==> src/bil_pkg.sv <==
// Shared types, constants and fixed-point helpers for the body integrate and line bounce block.
// Depends on nothing; every other file imports it.
`timescale 1ns / 1ps

package bil_pkg;

    // Word format: signed Q16.16 in 32 bits.
    localparam int W       = 32;
    localparam int F       = 16;
    localparam int SB      = W + 16;
    localparam int PW      = 2 * W;
    localparam int TW      = 10;
    localparam int SQ_BITS = (W + F + 1) / 2;
    localparam int SQN     = 2 * SQ_BITS;
    localparam int DIV_LAT = W + 2;

    typedef logic signed [W-1:0] word_t;

    localparam word_t MAXW = {1'b0, {(W-1){1'b1}}};
    localparam word_t MINW = {1'b1, {(W-1){1'b0}}};
    localparam logic signed [SB-1:0] MAXS = {{(SB-W){1'b0}}, MAXW};
    localparam logic signed [SB-1:0] MINS = {{(SB-W){1'b1}}, MINW};
    localparam logic [PW-1:0] PLIM = {{(PW-W+1){1'b0}}, {(W-1){1'b1}}};
    localparam logic [PW-1:0] NLIM = {{(PW-W){1'b0}}, 1'b1, {(W-1){1'b0}}};

    // Result error codes.
    localparam logic [1:0] ERR_OK       = 2'd0;
    localparam logic [1:0] ERR_NEG_DISC = 2'd1;
    localparam logic [1:0] ERR_DIV_ZERO = 2'd2;

    // Configuration register indexes.
    localparam logic [1:0] REG_ACCEL_X = 2'd0;
    localparam logic [1:0] REG_ACCEL_Y = 2'd1;
    localparam logic [1:0] REG_TICK    = 2'd2;

    typedef struct packed {
        logic               func;
        logic signed [31:0] pos_x;
        logic signed [31:0] pos_y;
        logic signed [31:0] vel_x;
        logic signed [31:0] vel_y;
        logic signed [31:0] line_h;
        logic signed [31:0] line_k;
        logic signed [31:0] line_l;
    } in_t;

    typedef struct packed {
        logic signed [31:0] new_pos_x;
        logic signed [31:0] new_pos_y;
        logic signed [31:0] new_vel_x;
        logic signed [31:0] new_vel_y;
        logic [1:0]         error_code;
    } out_t;

    // Sign extension of a word to the sum width.
    function automatic logic signed [SB-1:0] ext(input word_t x);
        return {{(SB-W){x[W-1]}}, x};
    endfunction

    // Saturation of a wide sum to the word range.
    function automatic word_t sat_w(input logic signed [SB-1:0] x);
        if (x > MAXS) begin
            return MAXW;
        end else if (x < MINS) begin
            return MINW;
        end
        return x[W-1:0];
    endfunction

    // Halving with truncation toward zero.
    function automatic logic signed [SB-1:0] half_tz(input logic signed [SB-1:0] x);
        logic signed [SB-1:0] t;
        t = x + $signed({{(SB-1){1'b0}}, x[SB-1]});
        return t >>> 1;
    endfunction

    function automatic word_t half_w(input word_t x);
        logic signed [SB-1:0] t;
        t = half_tz(ext(x));
        return t[W-1:0];
    endfunction

    // Fixed-point product: magnitude shifted right by F, then saturated.
    function automatic word_t mulq(input logic signed [PW-1:0] p);
        logic [PW-1:0] mag;
        logic [PW-1:0] sh;
        mag = p[PW-1] ? -p : p;
        sh  = mag >> F;
        if (p[PW-1]) begin
            if (sh > NLIM) begin
                return MINW;
            end
            return ~sh[W-1:0] + 1'b1;
        end
        if (sh > PLIM) begin
            return MAXW;
        end
        return sh[W-1:0];
    endfunction

endpackage

==> src/bil_div.sv <==
// Pipelined fixed-point divider: (|num| << F) / |den|, one quotient bit per stage, saturated.
// Depends on bil_pkg. A new operand pair may enter every cycle.
`timescale 1ns / 1ps

module bil_div
    import bil_pkg::*;
(
    input  logic  aclk,
    input  word_t num,
    input  word_t den,
    output word_t quo
);

    logic [W-1:0] amag;
    logic [W-1:0] dmag;
    logic         over0;

    logic [W-1:0] d_reg    [0:W];
    logic [W-1:0] rem_reg  [0:W];
    logic [W-1:0] nlo_reg  [0:W];
    logic [W-1:0] q_reg    [0:W];
    logic         neg_reg  [0:W];
    logic         over_reg [0:W];
    logic         zero_reg [0:W];

    logic [W-1:0] rem_next [1:W];
    logic [W-1:0] q_next   [1:W];
    word_t        quo_reg;

    // Operand magnitudes and the early overflow check.
    always_comb begin
        amag  = num[W-1] ? -num : num;
        dmag  = den[W-1] ? -den : den;
        over0 = ({{W{1'b0}}, amag} << F) >= {dmag, {W{1'b0}}};
    end

    // One restoring step per stage.
    always_comb begin
        logic [W:0] sh;
        logic       ge;
        for (int j = 1; j <= W; j++) begin
            sh          = {rem_reg[j-1], nlo_reg[j-1][W-1]};
            ge          = sh >= {1'b0, d_reg[j-1]};
            rem_next[j] = ge ? W'(sh - {1'b0, d_reg[j-1]}) : sh[W-1:0];
            q_next[j]   = {q_reg[j-1][W-2:0], ge};
        end
    end

    always_ff @(posedge aclk) begin
        d_reg[0]    <= dmag;
        rem_reg[0]  <= amag >> (W - F);
        nlo_reg[0]  <= {amag[W-F-1:0], {F{1'b0}}};
        q_reg[0]    <= '0;
        neg_reg[0]  <= num[W-1] ^ den[W-1];
        over_reg[0] <= over0;
        zero_reg[0] <= (dmag == '0);
        for (int j = 1; j <= W; j++) begin
            d_reg[j]    <= d_reg[j-1];
            rem_reg[j]  <= rem_next[j];
            nlo_reg[j]  <= nlo_reg[j-1] << 1;
            q_reg[j]    <= q_next[j];
            neg_reg[j]  <= neg_reg[j-1];
            over_reg[j] <= over_reg[j-1];
            zero_reg[j] <= zero_reg[j-1];
        end
    end

    // Sign and saturation of the finished quotient.
    always_ff @(posedge aclk) begin
        if (zero_reg[W]) begin
            quo_reg <= '0;
        end else if (neg_reg[W]) begin
            if (over_reg[W] || q_reg[W] > {1'b1, {(W-1){1'b0}}}) begin
                quo_reg <= MINW;
            end else begin
                quo_reg <= ~q_reg[W] + 1'b1;
            end
        end else begin
            if (over_reg[W] || q_reg[W] > MAXW) begin
                quo_reg <= MAXW;
            end else begin
                quo_reg <= q_reg[W];
            end
        end
    end

    assign quo = quo_reg;

endmodule

==> config.mk <==
export PLATFORM = sky130hd
export DESIGN_NAME = bil_div
export DESIGN_NICKNAME = d
export VERILOG_FILES = /design/src/bil_pkg.sv /design/src/bil_div.sv
export SDC_FILE = /design/constraint.sdc
export NUM_CORES = 2
export LEC_CHECK = 0
export BUFFER_PORTS_ARGS = -buffer_cell sky130_fd_sc_hd__buf_4
export CORE_MARGIN = 3
export CORE_UTILIZATION = 40
export DETAILED_ROUTE_END_ITERATION = 10
export REMOVE_ABC_BUFFERS = 1
export SLEW_MARGIN = 15
export SYNTH_ARGS = -nofsm -noshare
export SYNTH_HDL_FRONTEND = slang
export SYNTH_MEMORY_MAX_BITS = 65536
export SYNTH_SLANG_ARGS = --single-unit
==> constraint.sdc <==
create_clock -name aclk -period 11.7 [get_ports aclk]
set_input_delay 2.34 -clock aclk [delete_from_list [all_inputs] [get_ports aclk]]
set_output_delay 2.34 -clock aclk [all_outputs]
set_load 0.05 [all_outputs]
==> results.cfg <==
[status]
status = complete, no violations

[placement]
placed_cell_area_um2 = 126000
dp_cells = 16649
numPortBuffers = 96
gp_congestion = 0.893
dp_slack_ns = 5.50
place_hpwl_um = 216000

[floorplan]
initial_utilization_pct = 40.3
pin_count = 97
rows = 201
die_area_um2 = 310000
die_y_um = 557
die_width_um = 557
coreArea_um2 = 301000

[sta]
fin_crit_ns = 5.34
hold_violations = 0
worstMarginPinSlew_ns = 1.12
finalSetupViolations = 0
fin_tns_setup_ns = 0
timing.slew.headroom_pct = 25.2
fin_crit_sh_pct = 45.6
rsz0062_at_grt = no
drv_slew = 0
timing.final.ws_setup_ns = 6.36
finClkSkew_ns = 0.0885
clock.fmax_mhz = 187

[grt]
grt_start_max_net_pins = 64
grt_pass1_vias = 82127
grt_usage_pct = 17.5
antenna_found_initial = 9
grt.overflow.total = 0
grt_pass1_wl_um = 443000

[worst_setup_path]
worstSetupStartpointType = input port
critPathCaptureType = flip-flop
worstSetupPathType = input port to flip-flop
required_ns = 12.45
cp_data_arrival_time_ns = 6.08
critPathMaxFanout = 5

[yosys]
synth_cell_types = 82
async_flop_share_pct = 0
synth_seq_cells = 2827
ys_warn_count = 0
syn_inst = 12855
synth.yosys.seq_area_share_pct = 46.7
syn_area_um2 = 121000
syn_avg_cell_area_um2 = 9.43
synth_ff_type = dfxtp_1
synth_edf_count = 0

[power]
power_density_nw_per_um2 = 301
ir_worst_vdd_uv = 148
switching_share_pct = 36.9
p_leak_uw = 0.0626
comb_power_share_pct = 42.2
p_seq_share_pct = 33.4
p_clk_share_pct = 24.4
switchingPower_uw = 15200
p_int_uw = 26000

[final_layout]
final_common_cell = dfxtp_1
finalNonFillerCells = 17194
final_cell_mix = dfxtp_1, inv_1, a21oi_1
syn2layout_area_growth_pct = 12.9
fin_nets = 14122
layout-drive-gt1-share_pct = 7.47
largest_reg_flops = 1024
utilization_pct = 45.5
stdcell_area_um2 = 137000

[hold_path]
min-delay-path-class = flip-flop to flip-flop

[route]
drc = 0
wl_per_cell_um = 16.2
vias = 86308
drtAntennaViolNets = 0
dr.pass1.iters = 6
wl_um = 279000
drt_iter0_drc = 5287
routed_via_density = 5.02

[clock_tree]
post-cts-setup-buffers = 0
clk_path_buf_depth = 4
cts_root_buf = clkbuf_16
holdBufCountCts = 0
cts.repair.resized = 0
cts_tree = done
worstSkewPairLatency_ns = 0.91
ctsHtreeMaxLevel = 5
clock_sinks = 2827
path_clk_slew_ns = 0.06
cts_buffers = 306

[job]
max-cap-violations = 0
[cells by family (layout without fill, tap and decap cells)]
| group | Yosys count | in the layout | share of synthesized area [%] |
|---|---|---|---|
| and+or+nand+nor | 2828 | 2828 | 11.1 |
| muxes | 286 | 286 | 2.63 |
| AOI/OAI and AO/OA | 3386 | 3386 | 17.2 |
| xor gates and xnor gates | 869 | 869 | 6.28 |
| other | 0 | 4 | 0 |
| buffers and inverters | 1601 | 1978 | 4.97 |
| adders and majority gates | 1058 | 1058 | 11.1 |
| DFF | 2827 | 2827 | 46.7 |
[worst max-delay path, cell delays in order]
cell and delay (ns):
buf_4 0.12, nor4_1 0.38, nand2b_1 0.12, nor2_1 0.22, nand3_1 0.18, or3_1 0.46, nand2b_1 0.25, o31ai_1 0.27
xnor2_1 0.20, ha_1 0.29, a21oi_1 0.15, nor2b_1 0.06, o21ai_0 0.14, nand2b_1 0.08, a21oi_1 0.14, nor2b_1 0.05
o21ai_0 0.15, nand2b_1 0.07, a21oi_1 0.19, o21a_1 0.14, a21boi_0 0.07
[Yosys cell counts (all sizes together) (41+ instances only)]
library cell | n | area, um2
a211o | 41 | 359
a211oi | 91 | 683
a21boi | 56 | 420
a21o | 461 | 3460
a21oi | 1081 | 5420
a31oi | 105 | 657
and2 | 45 | 282
and3 | 92 | 576
clkbuf | 259 | 972
dfxtp | 2827 | 56600
ha | 1027 | 12800
inv | 1313 | 4930
mux2 | 265 | 2980
nand2 | 886 | 3330
nand2b | 196 | 1230
nand3 | 187 | 936
nand4 | 152 | 951
nor2 | 727 | 2730
nor2b | 139 | 870
nor3 | 139 | 696
nor4 | 48 | 300
o211ai | 43 | 323
o21a | 136 | 1020
o21ai | 894 | 4470
o21bai | 95 | 713
o31ai | 98 | 736
or2 | 44 | 275
or3 | 52 | 330
xnor2 | 522 | 4570
xor2 | 347 | 3040
[through the flow]
stage               hold WS, ns  power (uW)
global route              0.278       44300
floorplan                 0.310       26900
detailed placement        0.312       31200
CTS                       0.245       41500
finish                    0.251       41300
global placement          0.310       31100
[final cells by class]
type,instances,area [um2]
Antenna cell,4,10.0
Tap cell,3958,4950
Clock inverter,119,1850
Clock buffer,422,8820
Timing Repair Buffer,124,931
Sequential cell,2827,56600
Inverter,1313,4930
Multi-Input combinational cell,8427,58800
Fill cell,28785,164000
[final timing paths]
| kind | startpoint | end | slack (ns) | cells after the start |
|---|---|---|---|---|
| min reg2reg | q_reg[0][821]$_DFF_P_ | q_reg[0][854]$_DFF_P_ | 0.25 | 0 |
| max | num[4] | over_reg[0][0]$_DFF_P_ | 6.36 | 21 |
| max reg2reg | d_reg[0][417]$_DFF_P_ | rem_reg[0][450]$_DFF_P_ | 7.29 | 13 |
| min | q_reg[0][821]$_DFF_P_ | q_reg[0][854]$_DFF_P_ | 0.25 | 0 |
[power groups by stage]
stage	Sequential (uW)	Clock [uW]	Combinational, uW
final	13800	10100	17400
after global routing	14000	10800	19600
after CTS	13800	10400	17300
after detailed placement	14000	0	17200
after global placement	14000	0	17100
after floorplan	13300	0	13500
[routing by layer]
layer | part of all wire, % | wire length, um | vias to the layer above | track usage (%)
met5 | 0 | 0 | - | 0
met4 | 2.3 | 6350 | 0 | 4.33
met3 | 4.3 | 12000 | 430 | 2.36
met2 | 47 | 130000 | 1633 | 29.9
met1 | 47 | 130000 | 39603 | 23.2
li1 | - | - | 44642 | -
Power figures use the tool's default switching activity.
